==> src/rtl/prb_pkg.sv <==
// Shared field widths, operation codes, count limit and level-search grouping of the priority bitmap run queue.
package prb_pkg;

  // Field widths of the input and result words
  localparam int unsigned FUNC_W  = 1;
  localparam int unsigned TASK_W  = 6;
  localparam int unsigned PRIO_W  = 7;
  localparam int unsigned COUNT_W = 7;

  // Operation codes carried in func
  localparam logic [FUNC_W-1:0] FUNC_PUSH = 1'b0;
  localparam logic [FUNC_W-1:0] FUNC_POP  = 1'b1;

  // Running count saturates here on a push
  localparam logic [COUNT_W-1:0] COUNT_MAX = '1;

  // Levels searched per group in the first stage of the level search
  localparam int unsigned GRP_SIZE = 16;
  localparam int unsigned OFF_W    = 4;

endpackage

==> src/rtl/prb_in_if.sv <==
// Input channel: one push or pop request word per handshake.
interface prb_in_if;
  logic                         valid;
  logic                         ready;
  logic [prb_pkg::FUNC_W-1:0]   func;
  logic [prb_pkg::TASK_W-1:0]   task_id;
  logic [prb_pkg::PRIO_W-1:0]   task_prio;

  modport source (output valid, output func, output task_id, output task_prio,
                  input ready);
  modport sink   (input valid, input func, input task_id, input task_prio,
                  output ready);
endinterface

==> src/rtl/prb_out_if.sv <==
// Result channel: one result word per request.
interface prb_out_if;
  logic                         valid;
  logic                         ready;
  logic                         found;
  logic [prb_pkg::TASK_W-1:0]   out_task;
  logic [prb_pkg::PRIO_W-1:0]   out_prio;
  logic [prb_pkg::COUNT_W-1:0]  running_count;

  modport source (output valid, output found, output out_task, output out_prio,
                  output running_count, input ready);
  modport sink   (input valid, input found, input out_task, input out_prio,
                  input running_count, output ready);
endinterface

==> src/rtl/prb_ram.sv <==
// Generic single-write, single-read synchronous RAM with registered read data.
module prb_ram #(
  parameter int unsigned WIDTH = 8,
  parameter int unsigned DEPTH = 16,
  localparam int unsigned AW = (DEPTH > 1) ? $clog2(DEPTH) : 1
) (
  input  logic             clk,
  input  logic             we,
  input  logic [AW-1:0]    waddr,
  input  logic [WIDTH-1:0] wdata,
  input  logic             re,
  input  logic [AW-1:0]    raddr,
  output logic [WIDTH-1:0] rdata
);

  logic [WIDTH-1:0] mem_r [DEPTH];
  logic [WIDTH-1:0] rdata_r;

  // Write port
  always_ff @(posedge clk) begin
    if (we) begin
      mem_r[waddr] <= wdata;
    end
  end

  // Registered read port
  always_ff @(posedge clk) begin
    if (re) begin
      rdata_r <= mem_r[raddr];
    end
  end

  assign rdata = rdata_r;

endmodule

==> src/rtl/prb_find.sv <==
// Two-stage search for the lowest occupied level in the occupancy bitmap.
module prb_find #(
  parameter int unsigned NUM_LEVELS = 128,
  localparam int unsigned LW = $clog2(NUM_LEVELS)
) (
  input  logic                  clk,
  input  logic                  load,
  input  logic [NUM_LEVELS-1:0] occ,
  output logic                  hit,
  output logic [LW-1:0]         level
);

  localparam int unsigned GS  = prb_pkg::GRP_SIZE;
  localparam int unsigned OW  = prb_pkg::OFF_W;
  localparam int unsigned NG  = (NUM_LEVELS + GS - 1) / GS;
  localparam int unsigned GW  = (NG > 1) ? $clog2(NG) : 1;
  localparam int unsigned PADW = NG * GS;

  logic [PADW-1:0] occ_pad;
  logic [NG-1:0]   grp_nz;
  logic [OW-1:0]   grp_off [NG];
  logic [NG-1:0]   grp_nz_r;
  logic [OW-1:0]   grp_off_r [NG];
  logic [GW-1:0]   sel;

  assign occ_pad = PADW'(occ);

  // Stage one: lowest set bit inside each group of levels
  always_comb begin
    for (int g = 0; g < NG; g++) begin
      grp_nz[g]  = |occ_pad[g*GS +: GS];
      grp_off[g] = '0;
      for (int b = GS - 1; b >= 0; b--) begin
        if (occ_pad[g*GS + b]) begin
          grp_off[g] = OW'(b);
        end
      end
    end
  end

  always_ff @(posedge clk) begin
    if (load) begin
      grp_nz_r  <= grp_nz;
      grp_off_r <= grp_off;
    end
  end

  // Stage two: lowest non-empty group
  always_comb begin
    sel = '0;
    for (int g = NG - 1; g >= 0; g--) begin
      if (grp_nz_r[g]) begin
        sel = GW'(g);
      end
    end
  end

  assign hit   = |grp_nz_r;
  assign level = LW'({sel, grp_off_r[sel]});

endmodule

==> src/rtl/priority_bitmap_runqueue_core.sv <==
// Top level of the priority bitmap run queue: control, bitmap and list memories.
//
// A push appends a task to the FIFO of its priority level; a pop removes the
// head task of the lowest-numbered occupied level. Each level's FIFO is a
// linked list: head and tail per level in one RAM, one next link per task slot
// in a second RAM, and an occupancy bit per level in flip-flops. Every request
// gives exactly one result word. Requests are handled one at a time: a push
// reads the tail of its level, writes the link back and hands off the result;
// a pop selects the lowest occupied level, reads its head and tail, follows
// the next link when the level holds more than one task and hands off the
// result. The registered level search and the registered read data of the
// two RAMs set these steps. A finished result waits in the output register
// while the next request is taken in. No clearing pass is needed after reset.
module priority_bitmap_runqueue_core #(
  parameter int unsigned NUM_LEVELS = 128,
  parameter int unsigned NUM_TASKS  = 64
) (
  input  logic      clk,
  input  logic      rst_n,
  prb_in_if.sink    in_ch,
  prb_out_if.source out_ch
);

  localparam int unsigned LW = $clog2(NUM_LEVELS);
  localparam int unsigned TW = $clog2(NUM_TASKS);

  typedef enum logic [2:0] {
    S_IDLE,
    S_PUSH_WR,
    S_POP_SEL,
    S_POP_RD,
    S_POP_NX,
    S_RESP
  } state_t;

  state_t                      state_r;
  logic [NUM_LEVELS-1:0]       occ_r;
  logic [prb_pkg::COUNT_W-1:0] count_r;
  logic [LW-1:0]               lvl_r;
  logic [TW-1:0]               id_r;
  logic                        occ_hit_r;
  logic [TW-1:0]               tail_r;

  logic                        res_found_r;
  logic [prb_pkg::TASK_W-1:0]  res_task_r;
  logic [prb_pkg::PRIO_W-1:0]  res_prio_r;

  logic                        out_valid_r;
  logic                        out_found_r;
  logic [prb_pkg::TASK_W-1:0]  out_task_r;
  logic [prb_pkg::PRIO_W-1:0]  out_prio_r;
  logic [prb_pkg::COUNT_W-1:0] out_count_r;

  logic                        in_fire;
  logic                        in_range;
  logic                        is_pop;
  logic                        out_free;

  // Level search
  logic                        fnd_hit;
  logic [LW-1:0]               fnd_level;

  // Head/tail RAM, word is {head, tail}
  logic                        ht_we;
  logic [LW-1:0]               ht_waddr;
  logic [2*TW-1:0]             ht_wdata;
  logic                        ht_re;
  logic [LW-1:0]               ht_raddr;
  logic [2*TW-1:0]             ht_rdata;
  logic [TW-1:0]               ht_head;
  logic [TW-1:0]               ht_tail;

  // Next-link RAM
  logic                        nx_we;
  logic [TW-1:0]               nx_waddr;
  logic [TW-1:0]               nx_wdata;
  logic                        nx_re;
  logic [TW-1:0]               nx_raddr;
  logic [TW-1:0]               nx_rdata;

  assign in_ch.ready = (state_r == S_IDLE);
  assign in_fire     = in_ch.valid && in_ch.ready;
  assign is_pop      = (in_ch.func == prb_pkg::FUNC_POP);
  assign in_range    = (32'(in_ch.task_prio) < NUM_LEVELS) &&
                       (32'(in_ch.task_id) < NUM_TASKS);
  assign out_free    = !out_valid_r || out_ch.ready;

  assign ht_head = ht_rdata[2*TW-1:TW];
  assign ht_tail = ht_rdata[TW-1:0];

  prb_find #(
    .NUM_LEVELS (NUM_LEVELS)
  ) u_find (
    .clk   (clk),
    .load  (in_fire && is_pop),
    .occ   (occ_r),
    .hit   (fnd_hit),
    .level (fnd_level)
  );

  prb_ram #(
    .WIDTH (2 * TW),
    .DEPTH (NUM_LEVELS)
  ) u_ht_ram (
    .clk   (clk),
    .we    (ht_we),
    .waddr (ht_waddr),
    .wdata (ht_wdata),
    .re    (ht_re),
    .raddr (ht_raddr),
    .rdata (ht_rdata)
  );

  prb_ram #(
    .WIDTH (TW),
    .DEPTH (NUM_TASKS)
  ) u_nx_ram (
    .clk   (clk),
    .we    (nx_we),
    .waddr (nx_waddr),
    .wdata (nx_wdata),
    .re    (nx_re),
    .raddr (nx_raddr),
    .rdata (nx_rdata)
  );

  // Memory access control
  always_comb begin
    ht_we    = 1'b0;
    ht_waddr = lvl_r;
    ht_wdata = {id_r, id_r};
    ht_re    = 1'b0;
    ht_raddr = LW'(in_ch.task_prio);
    nx_we    = 1'b0;
    nx_waddr = ht_tail;
    nx_wdata = id_r;
    nx_re    = 1'b0;
    nx_raddr = ht_head;
    unique case (state_r)
      S_IDLE: begin
        ht_re = in_fire && !is_pop && in_range;
      end
      S_PUSH_WR: begin
        // Occupied level: link behind old tail, keep head
        ht_we = 1'b1;
        nx_we = occ_hit_r;
        if (occ_hit_r) begin
          ht_wdata = {ht_head, id_r};
        end
      end
      S_POP_SEL: begin
        ht_re    = fnd_hit;
        ht_raddr = fnd_level;
      end
      S_POP_RD: begin
        nx_re = (ht_head != ht_tail);
      end
      S_POP_NX: begin
        ht_we    = 1'b1;
        ht_wdata = {nx_rdata, tail_r};
      end
      S_RESP: begin
      end
      default: begin
      end
    endcase
  end

  // Sequencer, bitmap, count and result registers
  always_ff @(posedge clk) begin
    if (!rst_n) begin
      state_r     <= S_IDLE;
      occ_r       <= '0;
      count_r     <= '0;
      out_valid_r <= 1'b0;
    end else begin
      // Result word: set on hand-off, dropped when taken
      if (state_r == S_RESP && out_free) begin
        out_valid_r <= 1'b1;
      end else if (out_ch.ready) begin
        out_valid_r <= 1'b0;
      end

      unique case (state_r)
        S_IDLE: begin
          if (in_fire) begin
            lvl_r       <= LW'(in_ch.task_prio);
            id_r        <= TW'(in_ch.task_id);
            occ_hit_r   <= occ_r[LW'(in_ch.task_prio)];
            res_found_r <= 1'b0;
            res_task_r  <= '0;
            res_prio_r  <= '0;
            if (is_pop) begin
              state_r <= S_POP_SEL;
            end else if (in_range) begin
              state_r <= S_PUSH_WR;
            end else begin
              state_r <= S_RESP;
            end
          end
        end
        S_PUSH_WR: begin
          occ_r[lvl_r] <= 1'b1;
          if (count_r != prb_pkg::COUNT_MAX) begin
            count_r <= count_r + prb_pkg::COUNT_W'(1);
          end
          state_r <= S_RESP;
        end
        S_POP_SEL: begin
          lvl_r       <= fnd_level;
          res_found_r <= fnd_hit;
          res_prio_r  <= fnd_hit ? prb_pkg::PRIO_W'(fnd_level) : '0;
          state_r     <= fnd_hit ? S_POP_RD : S_RESP;
        end
        S_POP_RD: begin
          res_task_r <= prb_pkg::TASK_W'(ht_head);
          tail_r     <= ht_tail;
          if (count_r != '0) begin
            count_r <= count_r - prb_pkg::COUNT_W'(1);
          end
          // Last task of the level: the level empties
          if (ht_head == ht_tail) begin
            occ_r[lvl_r] <= 1'b0;
            state_r      <= S_RESP;
          end else begin
            state_r <= S_POP_NX;
          end
        end
        S_POP_NX: begin
          state_r <= S_RESP;
        end
        S_RESP: begin
          if (out_free) begin
            out_found_r <= res_found_r;
            out_task_r  <= res_task_r;
            out_prio_r  <= res_prio_r;
            out_count_r <= count_r;
            state_r     <= S_IDLE;
          end
        end
        default: begin
          state_r <= S_IDLE;
        end
      endcase
    end
  end

  assign out_ch.valid         = out_valid_r;
  assign out_ch.found         = out_found_r;
  assign out_ch.out_task      = out_task_r;
  assign out_ch.out_prio      = out_prio_r;
  assign out_ch.running_count = out_count_r;

endmodule
==> src/flat_wrapper.sv <==
// flat-port wrapper written by rule: the top's interface ports become plain ports
module priority_bitmap_runqueue_core_flat 
#(
  parameter int unsigned NUM_LEVELS = 128,
  parameter int unsigned NUM_TASKS  = 64
)
  (clk, rst_n, in_ch_valid, in_ch_func, in_ch_task_id, in_ch_task_prio, in_ch_ready, out_ch_valid, out_ch_found, out_ch_out_task, out_ch_out_prio, out_ch_running_count, out_ch_ready);
  prb_in_if in_ch_i ();
  prb_out_if out_ch_i ();
  input  logic clk;
  input  logic rst_n;
  input wire logic [$bits(in_ch_i.valid)-1:0] in_ch_valid;
  input wire logic [$bits(in_ch_i.func)-1:0] in_ch_func;
  input wire logic [$bits(in_ch_i.task_id)-1:0] in_ch_task_id;
  input wire logic [$bits(in_ch_i.task_prio)-1:0] in_ch_task_prio;
  output wire logic [$bits(in_ch_i.ready)-1:0] in_ch_ready;
  output wire logic [$bits(out_ch_i.valid)-1:0] out_ch_valid;
  output wire logic [$bits(out_ch_i.found)-1:0] out_ch_found;
  output wire logic [$bits(out_ch_i.out_task)-1:0] out_ch_out_task;
  output wire logic [$bits(out_ch_i.out_prio)-1:0] out_ch_out_prio;
  output wire logic [$bits(out_ch_i.running_count)-1:0] out_ch_running_count;
  input wire logic [$bits(out_ch_i.ready)-1:0] out_ch_ready;
  assign in_ch_i.valid = in_ch_valid;
  assign in_ch_i.func = in_ch_func;
  assign in_ch_i.task_id = in_ch_task_id;
  assign in_ch_i.task_prio = in_ch_task_prio;
  assign in_ch_ready = in_ch_i.ready;
  assign out_ch_valid = out_ch_i.valid;
  assign out_ch_found = out_ch_i.found;
  assign out_ch_out_task = out_ch_i.out_task;
  assign out_ch_out_prio = out_ch_i.out_prio;
  assign out_ch_running_count = out_ch_i.running_count;
  assign out_ch_i.ready = out_ch_ready;
  priority_bitmap_runqueue_core #(.NUM_LEVELS(NUM_LEVELS), .NUM_TASKS(NUM_TASKS)) u_core (.clk(clk), .rst_n(rst_n), .in_ch(in_ch_i), .out_ch(out_ch_i));
endmodule
==> config.mk <==
export PLATFORM = sky130hd
export DESIGN_NAME = priority_bitmap_runqueue_core_flat
export DESIGN_NICKNAME = d
export VERILOG_FILES = /design/src/rtl/prb_pkg.sv /design/src/rtl/prb_in_if.sv /design/src/rtl/prb_out_if.sv /design/src/rtl/prb_ram.sv /design/src/rtl/prb_find.sv /design/src/rtl/priority_bitmap_runqueue_core.sv /design/src/flat_wrapper.sv
export SDC_FILE = /design/constraint.sdc
export NUM_CORES = 2
export LEC_CHECK = 0
export ABC_AREA = 1
export BUFFER_PORTS_ARGS = -buffer_cell sky130_fd_sc_hd__buf_2
export CORE_ASPECT_RATIO = 2
export CORE_MARGIN = 2
export CORE_UTILIZATION = 35
export DETAILED_ROUTE_END_ITERATION = 8
export MAX_ROUTING_LAYER = met4
export PLACE_DENSITY = 0.51
export SLEW_MARGIN = 20
export SYNTH_ARGS = -nofsm -noshare
export SYNTH_HDL_FRONTEND = slang
export SYNTH_SLANG_ARGS = --single-unit
==> constraint.sdc <==
create_clock -name clk -period 9.1 [get_ports clk]
set_input_delay 0.91 -clock clk [delete_from_list [all_inputs] [get_ports clk]]
set_output_delay 0.91 -clock clk [all_outputs]
set_load 0.1 [all_outputs]
==> results.sh <==
export IMPL_finalClockSkew_ns=0.1067
export IMPL_r2r_slack_ns=2.85
export IMPL_tritoncts="yes"
export IMPL_synth_cells=9194
export IMPL_synth_seq_area_share_pct=66.87
export IMPL_p_leak_uw=0.04104
export IMPL_clk_path_buf_depth=4
export IMPL_tns_ns=0
export IMPL_intPower_uw=19030
export IMPL_dp_slack_ns=2.877
export IMPL_period_share_pct=68.63
export IMPL_cts_buffers=202
export IMPL_drc_errors=0
export IMPL_status="finished clean"
export IMPL_cts_root_buf="clkbuf_16"
export IMPL_die_area_mm2=0.2772
export IMPL_fin_area_mm2=0.1066
export IMPL_viasPerCell=5.237
export IMPL_netSwitchingFraction_pct=38.84
export IMPL_seqPwrFrac_pct=40.2
export IMPL_hold_slack_ns=0.2413
export IMPL_fmax_mhz=160.1
export IMPL_core_area_mm2=0.2719
export IMPL_r2r_end="u_core.u_ht_ram.rdata[11]"
export IMPL_holdPathStages=1
export IMPL_grt_overflow=0
export IMPL_slew_headroom_pct=20.22
export IMPL_synth_distinct_cells=46
export IMPL_setup_ws_ns=2.855
export IMPL_synth_edf_count=2033
export IMPL_dr_total_vias=66630
export IMPL_critPathKind="reg2reg"
export IMPL_first_global_vias=65330
export IMPL_crit_fanout=53
export IMPL_r2r_worst_path_cells=19
export IMPL_yosys_area_top_type_share_pct=63.95
export IMPL_crit_arrival_ns=6.80
export IMPL_globalplace_congestion=0.8684
export IMPL_yosys_warnings=0
export IMPL_r2r_start="u_core.u_find.grp_nz_r[0]"
export IMPL_rows=271
export IMPL_clkLatencyLatePin_ns=0.91
export IMPL_ys_async_sr_fraction_pct=0
export IMPL_dp_hpwl_um=182900
export IMPL_syn_num_nets=9218
export IMPL_drive_above_1_share_pct=6.837
export IMPL_drt_antenna_violating_nets=0
export IMPL_port_buffers=40
export IMPL_postCtsSetupRepairBufs=0
export IMPL_die_h_um=742.6
export IMPL_final_hold_viol_count=0
export IMPL_netlist_top_cells_area="edfxtp_1 (64%), nand3_1 (8.6%), nand2_1 (6.0%)"
export IMPL_hold_class="in2reg"
export IMPL_grtUsageTotal_pct=22.25
export IMPL_dpl_cell_area_mm2=0.09983
export IMPL_ir_worst_vdd_mv=0.2749
export IMPL_min_from="in_ch_task_id[3]"
export IMPL_tightest_slew_ns=1.197
export IMPL_grt_max_degree=192
export IMPL_fin_total_pwr_uw=31120
export IMPL_syn_area_mm2=0.09546
export IMPL_critPathRequiredTime_ns=9.66
export IMPL_io_pins=41
export IMPL_start_util_pct=35.10
export IMPL_wire_per_inst_um=24.11
export IMPL_powerDensity_mw_per_mm2=292.0
export IMPL_clkTransAtPathRegs_ns=0.07
export IMPL_grt_first_pass_wirelength_um=446900
export IMPL_fin_crit_ns=6.245
export IMPL_pwr_share_comb_pct=32.1
export IMPL_syn2layout_area_growth_pct=11.62
export IMPL_crit_path_end_kind="flip-flop"
export IMPL_cap_violations=0
export IMPL_dieWidth_um=373.3
export IMPL_nets=9031
export IMPL_antenna_found_initial=3
export IMPL_synth_top_area_cell="edfxtp_1"
export IMPL_cts_sinks=2172
export IMPL_cts_max_level=4
export IMPL_finalMaxSlewViolations=0
export IMPL_rsz0062_at_grt="false"
export IMPL_avgSynthCellArea_um2=10.38
export IMPL_postCtsHoldBufs=0
export IMPL_clkPwrFrac_pct=27.7
export IMPL_synth_main_ff_cell="edfxtp_1"
export IMPL_postCtsResizedCells=0
export IMPL_drt_iter0_markers=5475
export IMPL_postRouteWirelength_um=306800
export IMPL_finalSetupViolCount=0
export IMPL_firstDrtPassIters=6
export IMPL_switchingPower_uw=12090
export IMPL_min_to="u_core.id_r[3]"
export IMPL_start_kind="flip-flop"
export IMPL_ys_seq_elements=2172
critical path, stage by stage, from the launching register on:
cell      delay [ns]
edfxtp_1        0.38
inv_2           0.18
nand2_1         0.14
a31oi_4         0.32
inv_2           0.16
nand3_1         0.12
nand3_1         0.14
nand3_4         0.51
buf_4           0.56
buf_4           0.62
buf_4           0.69
nand3b_1        0.15
nand3_1         0.14
nand3_1         0.11
nand3_1         0.22
nand3_1         0.21
nand3_1         0.27
nand2_1         0.18
nand2_1         0.56
nand2_1         0.10
Yosys cell counts (21+ instances only):
library cell,count
nor2_1,465
nand2_1,1517
buf_2,240
clkbuf_1,301
edfxtp_1,2033
nor3_1,278
nand3_1,1631
o21ai_0,473
a21oi_1,219
dfxtp_1,139
o22ai_1,109
inv_1,1414
o221ai_1,21
nand3b_1,216
cell usage in the layout (no fill, tap or decap), types with 18 or more instances in the layout:
cell type and instances:
edfxtp_1 2033, nand3b_1 216, nor2_1 462, a21oi_1 217, dfxtp_1 139, buf_2 39
clkinv_1 36, clkinv_2 41, nor3_4 65, nor3_2 28, clkbuf_16 209, clkbuf_1 35
nand3_1 1631, inv_1 1397, o22ai_1 109, nor3_1 185, buf_4 124, o21ai_0 465
o221ai_1 18, nand2_1 1512
power by group through the flow:
| stage | Combinational (µW) | Clock (µW) | Sequential, µW |
|---|---|---|---|
| finish | 9980 | 8610 | 12500 |
| global route | 10600 | 9080 | 12500 |
| CTS | 9970 | 8760 | 12500 |
| detailed placement | 9950 | 0 | 12700 |
| global placement | 9820 | 0 | 12700 |
| floorplan | 5350 | 0 | 13000 |
per-stage QoR:
step / utilization, % / instances
after detailed placement: 36.71 / 12350
after CTS: 39.10 / 12720
final: 39.18 / 12720
after floorplan: - / 9194
after global routing: 39.18 / 12720
after global placement: 36.63 / 12350
sequential cells by signal (all words and copies together) (netlist names), 3 cells and up, named ones only:
signal                       count
u_core.u_nx_ram.rdata            6
u_core.out_ch.running_count      7
u_core.out_ch.out_task           6
u_core.u_ht_ram.rdata           12
u_core.ht_waddr                  7
u_core.tail_r                    6
u_core.u_find.grp_nz_r           8
u_core.res_task_r                6
u_core.u_find.grp_off_r         32
u_core.out_ch.out_prio           7
u_core.state_r                   3
u_core.count_r                   7
u_core.res_prio_r                7
u_core.u_nx_ram.mem_r          384
u_core.u_ht_ram.mem_r         1536
u_core.id_r                      6
worst max path at each step:
stage	from	slack (ns)	to	cells past startpoint
after floorplan	u_core.id_r[0]	1.67	u_core.u_ht_ram.mem_r[0][0]	2
after global placement	in_ch_task_prio[1]	2.87	u_core.u_ht_ram.rdata[0]	16
after detailed placement	in_ch_task_prio[1]	2.88	u_core.u_ht_ram.rdata[0]	16
after CTS	u_core.u_find.grp_nz_r[0]	2.94	u_core.u_ht_ram.rdata[11]	19
after global routing	u_core.u_find.grp_nz_r[5]	2.74	u_core.u_ht_ram.rdata[11]	23
final	u_core.u_find.grp_nz_r[0]	2.85	u_core.u_ht_ram.rdata[11]	19
logic make-up after synthesis:
logic type,share of synthesized area [%]
xor+xnor,0.06423
flops,66.87
compound gates,5.076
buf+inv,8.218
fa+ha+maj,0.08651
simple gates,19.69
layer usage:
layer / up-vias / track usage (%) / share of wire (%)
met3: 643 / 1.846 / 4.3
met2: 2176 / 39.99 / 52
met1: 32930 / 24.11 / 37
met5: - / - / 0
li1: 30880 / - / -
met4: 0 / 12.73 / 6.5
cell type report:
class	count	area [µm²]
Multi-Input combinational cell	5030	24930
Clock buffer	247	5403
Fill cell	26370	165400
Inverter	1419	5338
Antenna cell	3	7.507
Sequential cell	2172	63830
Clock inverter	121	1102
Tap cell	3549	4441
Timing Repair Buffer	182	1505
Note: power is estimated with default switching activity, not from simulation.
